$ cat config.mk
export PLATFORM = sky130hd
export DESIGN_NAME = packed_pixel_unpacker
export DESIGN_NICKNAME = d
export VERILOG_FILES = /design/src/rtl/core/ppu_pkg.sv /design/src/rtl/core/ppu_front.sv /design/src/rtl/core/ppu_queue.sv /design/src/rtl/core/ppu_back.sv /design/src/rtl/core/packed_pixel_unpacker.sv
export SDC_FILE = /design/constraint.sdc
export NUM_CORES = 1
export LEC_CHECK = 0
export BUFFER_PORTS_ARGS = -buffer_cell sky130_fd_sc_hd__buf_2
export CORE_UTILIZATION = 65
export CTS_BUF_LIST = sky130_fd_sc_hd__clkbuf_2 sky130_fd_sc_hd__clkbuf_4 sky130_fd_sc_hd__clkbuf_8
export CTS_CLUSTER_DIAMETER = 50
export DETAILED_ROUTE_END_ITERATION = 12
export PLACE_DENSITY = 0.86
export SYNTH_ARGS = -nofsm -noshare
export SYNTH_HDL_FRONTEND = slang
export SYNTH_SLANG_ARGS = --single-unit
$ cat constraint.sdc
create_clock -name clk -period 5.3 [get_ports clk]
set_input_delay 0.795 -clock clk [delete_from_list [all_inputs] [get_ports clk]]
set_output_delay 0.795 -clock clk [all_outputs]
set_load 0.01 [all_outputs]
$ cat src/rtl/core/ppu_pkg.sv
package ppu_pkg;

    // Pixel mode codes held in the pixel_mode register.
    localparam logic [1:0] MODE_RAW10  = 2'd0;
    localparam logic [1:0] MODE_RAW12  = 2'd1;
    localparam logic [1:0] MODE_SWAP16 = 2'd2;
    localparam logic [1:0] MODE_RESET  = MODE_RAW12;

    // Register indexes on the configuration port.
    localparam logic REG_PIXEL_MODE = 1'b0;

    // Default depth of the group queue between front and back.
    localparam int QUEUE_DEPTH_DEFAULT = 4;

    // Number of pixels a group can carry at most.
    localparam int MAX_PIXELS = 4;

    // One beat of the byte channel.
    typedef struct packed {
        logic [7:0] data_byte;
        logic       frame_start;
    } byte_beat_t;

    // One beat of the pixel channel.
    typedef struct packed {
        logic [15:0] pixel_value;
        logic        last_of_group;
    } pixel_beat_t;

    // A completed group, ready to be emitted pixel by pixel.
    typedef struct packed {
        logic [MAX_PIXELS-1:0][15:0] pixels;
        logic [1:0]                  last_idx;
    } group_t;

    // Status of the group queue as seen by the front and the back.
    typedef struct packed {
        logic full;
        logic empty;
    } queue_status_t;

endpackage

$ cat src/rtl/core/ppu_front.sv
module ppu_front (
    input  logic                clk,
    input  logic                rst_n,
    input  logic [1:0]          pixel_mode,
    input  logic                byte_valid,
    output logic                byte_stall,
    input  ppu_pkg::byte_beat_t byte_data,
    input  logic                queue_full,
    output logic                push,
    output ppu_pkg::group_t     push_group
);

    logic [2:0] pos_reg;
    logic [2:0] pos_next;
    logic [7:0] held_reg [4];

    logic [2:0] pos_eff;
    logic [2:0] last_index;
    logic       mode_ok;
    logic       take;
    logic       is_last;

    // The front only holds off when the queue has no room for a group.
    assign byte_stall = queue_full;
    assign take       = byte_valid && !byte_stall;

    // Frame start rewinds the group position before the byte is taken.
    assign pos_eff = byte_data.frame_start ? 3'd0 : pos_reg;

    // Index of the final byte of a group in the current mode.
    always_comb
    begin
        mode_ok    = 1'b1;
        last_index = 3'd0;
        unique case (pixel_mode)
            ppu_pkg::MODE_RAW10:  last_index = 3'd4;
            ppu_pkg::MODE_RAW12:  last_index = 3'd2;
            ppu_pkg::MODE_SWAP16: last_index = 3'd1;
            default:              mode_ok    = 1'b0;
        endcase
    end

    // A position at or beyond the last index closes the group, even after a mode change.
    assign is_last = mode_ok && (pos_eff >= last_index);
    assign push    = take && is_last;

    always_comb
    begin
        pos_next = pos_reg;
        if (take)
        begin
            if (!mode_ok)
            begin
                pos_next = pos_eff;
            end
            else if (is_last)
            begin
                pos_next = 3'd0;
            end
            else
            begin
                pos_next = pos_eff + 3'd1;
            end
        end
    end

    always_ff @(posedge clk or negedge rst_n)
    begin
        if (!rst_n)
        begin
            pos_reg <= 3'd0;
        end
        else
        begin
            pos_reg <= pos_next;
        end
    end

    // High bytes of the open group; no reset, as each is written before it is read.
    always_ff @(posedge clk)
    begin
        if (take && mode_ok && !is_last)
        begin
            held_reg[pos_eff[1:0]] <= byte_data.data_byte;
        end
    end

    // Assemble the pixels of the group from the held bytes and the closing byte.
    always_comb
    begin
        push_group = '0;
        unique case (pixel_mode)
            ppu_pkg::MODE_RAW10:
            begin
                push_group.pixels[0] = {held_reg[0], byte_data.data_byte[1:0], 6'b0};
                push_group.pixels[1] = {held_reg[1], byte_data.data_byte[3:2], 6'b0};
                push_group.pixels[2] = {held_reg[2], byte_data.data_byte[5:4], 6'b0};
                push_group.pixels[3] = {held_reg[3], byte_data.data_byte[7:6], 6'b0};
                push_group.last_idx  = 2'd3;
            end
            ppu_pkg::MODE_RAW12:
            begin
                push_group.pixels[0] = {held_reg[0], byte_data.data_byte[3:0], 4'b0};
                push_group.pixels[1] = {held_reg[1], byte_data.data_byte[7:4], 4'b0};
                push_group.last_idx  = 2'd1;
            end
            ppu_pkg::MODE_SWAP16:
            begin
                push_group.pixels[0] = {held_reg[0], byte_data.data_byte};
                push_group.last_idx  = 2'd0;
            end
            default:
            begin
                push_group = '0;
            end
        endcase
    end

endmodule

$ cat src/rtl/core/ppu_queue.sv
module ppu_queue #(
    parameter int DEPTH = ppu_pkg::QUEUE_DEPTH_DEFAULT
) (
    input  logic                  clk,
    input  logic                  rst_n,
    input  logic                  push,
    input  ppu_pkg::group_t       push_group,
    input  logic                  pop,
    output ppu_pkg::group_t       head_group,
    output ppu_pkg::queue_status_t status
);

    localparam int PTR_W = (DEPTH > 1) ? $clog2(DEPTH) : 1;
    localparam int CNT_W = $clog2(DEPTH + 1);
    localparam logic [PTR_W-1:0] LAST_PTR = PTR_W'(DEPTH - 1);
    localparam logic [CNT_W-1:0] FULL_CNT = CNT_W'(DEPTH);

    ppu_pkg::group_t  entry_reg [DEPTH];
    logic [PTR_W-1:0] wr_ptr_reg;
    logic [PTR_W-1:0] wr_ptr_next;
    logic [PTR_W-1:0] rd_ptr_reg;
    logic [PTR_W-1:0] rd_ptr_next;
    logic [CNT_W-1:0] count_reg;
    logic [CNT_W-1:0] count_next;
    logic             do_push;
    logic             do_pop;

    assign status.full  = (count_reg == FULL_CNT);
    assign status.empty = (count_reg == '0);
    assign do_push      = push && !status.full;
    assign do_pop       = pop && !status.empty;
    assign head_group   = entry_reg[rd_ptr_reg];

    // Pointer and fill count update.
    always_comb
    begin
        wr_ptr_next = wr_ptr_reg;
        rd_ptr_next = rd_ptr_reg;
        count_next  = count_reg;
        if (do_push)
        begin
            wr_ptr_next = (wr_ptr_reg == LAST_PTR) ? '0 : wr_ptr_reg + 1'b1;
        end
        if (do_pop)
        begin
            rd_ptr_next = (rd_ptr_reg == LAST_PTR) ? '0 : rd_ptr_reg + 1'b1;
        end
        case ({do_push, do_pop})
            2'b10:   count_next = count_reg + 1'b1;
            2'b01:   count_next = count_reg - 1'b1;
            default: count_next = count_reg;
        endcase
    end

    always_ff @(posedge clk or negedge rst_n)
    begin
        if (!rst_n)
        begin
            wr_ptr_reg <= '0;
            rd_ptr_reg <= '0;
            count_reg  <= '0;
        end
        else
        begin
            wr_ptr_reg <= wr_ptr_next;
            rd_ptr_reg <= rd_ptr_next;
            count_reg  <= count_next;
        end
    end

    // Group storage carries payload only.
    always_ff @(posedge clk)
    begin
        if (do_push)
        begin
            entry_reg[wr_ptr_reg] <= push_group;
        end
    end

endmodule

$ cat src/rtl/core/ppu_back.sv
module ppu_back (
    input  logic                   clk,
    input  logic                   rst_n,
    input  ppu_pkg::group_t        head_group,
    input  ppu_pkg::queue_status_t status,
    output logic                   pop,
    output logic                   pixel_valid,
    input  logic                   pixel_stall,
    output ppu_pkg::pixel_beat_t   pixel_data
);

    logic [1:0]           idx_reg;
    logic [1:0]           idx_next;
    logic                 valid_reg;
    logic                 valid_next;
    ppu_pkg::pixel_beat_t data_reg;
    logic                 load;
    logic                 at_last;

    // The output register takes a new pixel whenever it is empty or being drained.
    assign load    = !status.empty && (!valid_reg || !pixel_stall);
    assign at_last = (idx_reg == head_group.last_idx);
    assign pop     = load && at_last;

    always_comb
    begin
        idx_next   = idx_reg;
        valid_next = valid_reg && pixel_stall;
        if (load)
        begin
            valid_next = 1'b1;
            idx_next   = at_last ? 2'd0 : idx_reg + 2'd1;
        end
    end

    always_ff @(posedge clk or negedge rst_n)
    begin
        if (!rst_n)
        begin
            idx_reg   <= 2'd0;
            valid_reg <= 1'b0;
        end
        else
        begin
            idx_reg   <= idx_next;
            valid_reg <= valid_next;
        end
    end

    // Pixel payload register.
    always_ff @(posedge clk)
    begin
        if (load)
        begin
            data_reg.pixel_value   <= head_group.pixels[idx_reg];
            data_reg.last_of_group <= at_last;
        end
    end

    assign pixel_valid = valid_reg;
    assign pixel_data  = data_reg;

endmodule

$ cat src/rtl/core/packed_pixel_unpacker.sv
// Channel   Direction  Beat           Handshake
// byte      in         byte_beat_t    byte_valid / byte_stall
// pixel     out        pixel_beat_t   pixel_valid / pixel_stall
// config    in/out     APB, 32 bits   psel / penable / pready
//
// One byte is taken per clock unless byte_stall holds it; a closing byte queues a group
// of one, two or four pixels. The back emits one pixel per clock, unless pixel_stall holds
// it, from the group queue through an output register.
// byte_stall rises only while the group queue (QUEUE_DEPTH groups) is full.
// Reset clears the group position, the queue and the output; pixel_mode returns to 12-bit.
module packed_pixel_unpacker #(
    parameter int QUEUE_DEPTH = ppu_pkg::QUEUE_DEPTH_DEFAULT
) (
    input  logic                 clk,
    input  logic                 rst_n,
    input  logic                 psel,
    input  logic                 penable,
    input  logic                 pwrite,
    input  logic [2:0]           paddr,
    input  logic [31:0]          pwdata,
    output logic [31:0]          prdata,
    output logic                 pready,
    input  logic                 byte_valid,
    output logic                 byte_stall,
    input  ppu_pkg::byte_beat_t  byte_data,
    output logic                 pixel_valid,
    input  logic                 pixel_stall,
    output ppu_pkg::pixel_beat_t pixel_data
);

    logic [1:0]             mode_reg;
    logic [1:0]             mode_next;
    logic                   cfg_write;
    logic                   push;
    logic                   pop;
    ppu_pkg::group_t        push_group;
    ppu_pkg::group_t        head_group;
    ppu_pkg::queue_status_t status;

    // Configuration register access.
    assign pready    = 1'b1;
    assign cfg_write = psel && penable && pwrite && pready
                       && (paddr[2] == ppu_pkg::REG_PIXEL_MODE);
    assign mode_next = cfg_write ? pwdata[1:0] : mode_reg;
    assign prdata    = (paddr[2] == ppu_pkg::REG_PIXEL_MODE) ? {30'b0, mode_reg} : 32'b0;

    always_ff @(posedge clk or negedge rst_n)
    begin
        if (!rst_n)
        begin
            mode_reg <= ppu_pkg::MODE_RESET;
        end
        else
        begin
            mode_reg <= mode_next;
        end
    end

    ppu_front u_front (
        .clk        (clk),
        .rst_n      (rst_n),
        .pixel_mode (mode_reg),
        .byte_valid (byte_valid),
        .byte_stall (byte_stall),
        .byte_data  (byte_data),
        .queue_full (status.full),
        .push       (push),
        .push_group (push_group)
    );

    ppu_queue #(
        .DEPTH (QUEUE_DEPTH)
    ) u_queue (
        .clk        (clk),
        .rst_n      (rst_n),
        .push       (push),
        .push_group (push_group),
        .pop        (pop),
        .head_group (head_group),
        .status     (status)
    );

    ppu_back u_back (
        .clk         (clk),
        .rst_n       (rst_n),
        .head_group  (head_group),
        .status      (status),
        .pop         (pop),
        .pixel_valid (pixel_valid),
        .pixel_stall (pixel_stall),
        .pixel_data  (pixel_data)
    );

endmodule

==> impl_metrics.tcl <==
set metrics [dict create \
    cp.required_ns 5.74 \
    power_uw 6110 \
    maxCapViolations 0 \
    ys_types 42 \
    ant_nets 0 \
    hold_viol 0 \
    antenna_found_initial 0 \
    r2r_cells 14 \
    skew_ns 0.0174 \
    timing.final.crit_share_pct 78.6 \
    synth_warnings 0 \
    synth_area_leader_cell "edfxtp_1" \
    path_cells "inv_1, nor2_1, ha_1, nand2b_1, maj3_1, a21oi_1, nor2_1, inv_1, ha_1, inv_1, fa_1, xor2_1, nor2_1, xor2_1" \
    rows 46 \
    synthArstFlopShare_pct 5.68 \
    cts.clk_slew.worst_paths_ns 0.07 \
    cts_resized 0 \
    cp-start-kind "flop" \
    grt_util_all_layers_pct 24.0 \
    crit_path_end_kind "flop" \
    avgSynthCellArea_sq_um 19.0 \
    slew_violations 0 \
    r2r_end "u_queue.count_reg[2]" \
    drc 0 \
    io_buffers 39 \
    die_area_sq_um 16900 \
    firstDrtPassIters 5 \
    ys_seq_area_share_pct 73.7 \
    netlist_area_sq_um 10700 \
    fin_area_sq_um 11700 \
    clkSinkCount 264 \
    area_growth_syn_to_layout_pct 9.81 \
    grt_pass1_wl_mm 28.5 \
    ios 103 \
    start_util_pct 66.9 \
    worst-setup-path-type "flop to flop" \
    drtIter0Drc 514 \
    core_sq_um 15900 \
    ys.flop_type "edfxtp_1" \
    rrSetupSlack_ns 1.14 \
    grt_pass1_vias 5382 \
    ctsHoldBuffers 0 \
    wl_mm 18.9 \
    leakage_uw 0.00410 \
    cts_setup_buffers 0 \
    status "completed" \
    via_per_inst 5.91 \
    final_net_count 688 \
    fin_crit_ns 4.16 \
    htree_levels 2 \
    ys_ff_latch 264 \
    synthTopCellsByArea "edfxtp_1 (70%), mux4_2 (11%), dfrtp_1 (3.3%)" \
    place.gp.congestion 0.752 \
    clock.fmax_mhz 240 \
    regToRegStartpoint "mode_reg[1]" \
    largest_reg_flops 200 \
    drive_gt1_share_pct 26.6 \
    cts-root-buf "clkbuf_8" \
    hpwl_mm 10.6 \
    tightest_slew_ns 0.993 \
    syn_inst 562 \
    synth_edf_count 249 \
    crit_fanout 18 \
    wl_per_cell_microns 21.7 \
    die_x_microns 130 \
    grt_max_degree 52 \
    cp_data_arrival_time_ns 4.61 \
    cpPeakStageDelay_ns 0.81 \
    overflow 0 \
    fp.dieH_microns 130 \
    clkLatencyLatePin_ns 0.53 \
    setup_viol 0 \
    power_density_nw_per_um2 522 \
    synth_top_area_share_pct 70.1 \
    cts_inserted_buffers 40 \
    ir_drop_uv 400 \
    rsz0062_at_grt "false" \
    slowest_stage "dfrtp_1" \
    hold_class "input port to async pin" \
    clockBufferDepth 3 \
    fin_tns_setup_ns 0 \
    dpl_cell_area_sq_um 11000 \
    cts_tree "yes" \
    diodes 0 \
    dr_total_vias 5135 \
    finalCoreUtilization_pct 73.4 \
    relSlewSlack_pct 33.8 \
]
[worst max path at each step]
stage / from / endpoint / depth (start not counted)
finish: mode_reg[1] / u_queue.count_reg[2] / 14
global route: mode_reg[1] / u_queue.count_reg[2] / 14
global placement: mode_reg[1] / u_queue.count_reg[2] / 14
CTS: mode_reg[1] / u_queue.count_reg[2] / 14
detailed placement: mode_reg[1] / u_queue.count_reg[2] / 14
floorplan: byte_data[0] / u_queue.entry_reg[0][0] / 8
[critical path: cells and delay by family, from the launching register on]
family,cells,cell delay (ns)
simple gates,4,0.95
xor+xnor,2,0.32
compound gates,1,0.28
buf+inv,3,0.43
fa+ha+maj,4,1.31
flops,1,0.81
[through the flow]
step | hold slack (ns) | cells | setup WS (ns)
after floorplan | 0.433 | 591 | 1.64
after global placement | 0.445 | 799 | 1.31
after detailed placement | 0.469 | 799 | 1.14
after CTS | 0.149 | 869 | 1.17
after global routing | 0.171 | 869 | 0.783
final | 0.167 | 869 | 1.14
[Yosys cell counts, drive strengths merged (3+ instances only)]
library cell  instances
clkbuf               14
inv                  14
nor2                 12
nor2b                23
a21o                  3
a211oi               11
mux2i                17
edfxtp              249
a21oi                14
and2                 41
mux4                 50
dfrtp                14
nand2                 8
o21ai                 4
mux2                  6
a22o                  3
ha                   11
nor3b                 4
xor2                  4
buf                  42
[cells by family after synthesis]
family / Yosys count / share of synthesized area [%]
other cells: 2 / 0.0705
fa+ha+maj: 13 / 1.57
mux: 73 / 12.8
simple gates: 97 / 5.35
compound gates: 38 / 2.35
flops: 264 / 73.7
xor+xnor: 5 / 0.411
buf+inv: 70 / 3.77
[routing by layer]
metal | GRT usage [%] | part of all wire (%)
met1 | 30.6 | 39
met5 | 0 | 0
met2 | 39.5 | 50
met3 | 4.96 | 7.7
met4 | 12.3 | 3.2
[final cells by class]
type	instances	area (sq um)
Clock buffer	54	662
Clock inverter	16	67.6
Fill cell	906	4240
Inverter	14	52.6
Multi-Input combinational cell	257	2520
Sequential cell	264	7860
Tap cell	216	270
Timing Repair Buffer	48	275
[cell usage in the layout, fill, tap and decap left out, types with 2 or more instances in the layout]
master and n:
edfxtp_1 249, mux4_2 50, clkbuf_8 41, buf_2 39, and2_1 37, conb_1 31
nor2b_1 23, mux2i_1 17, inv_1 14, a21oi_1 14, clkbuf_4 13, nor2_1 11
ha_1 11, dfrtp_1 11, a211oi_1 10, clkinv_1 10, buf_4 8, nand2_1 7
clkinv_2 6, o21ai_0 4, xor2_1 4, nor3b_1 4, and2_2 4, mux2_2 4
a21o_1 3, a22o_1 3, nor3_1 2, nand2b_1 2, mux2_1 2, dfrtp_2 2
[power breakdown]
group	switching (uW)	internal (uW)
registers	142	2770
logic	942	741
clock network	713	808
total	1800	4320
Note: power is estimated with default switching activity, not from simulation.
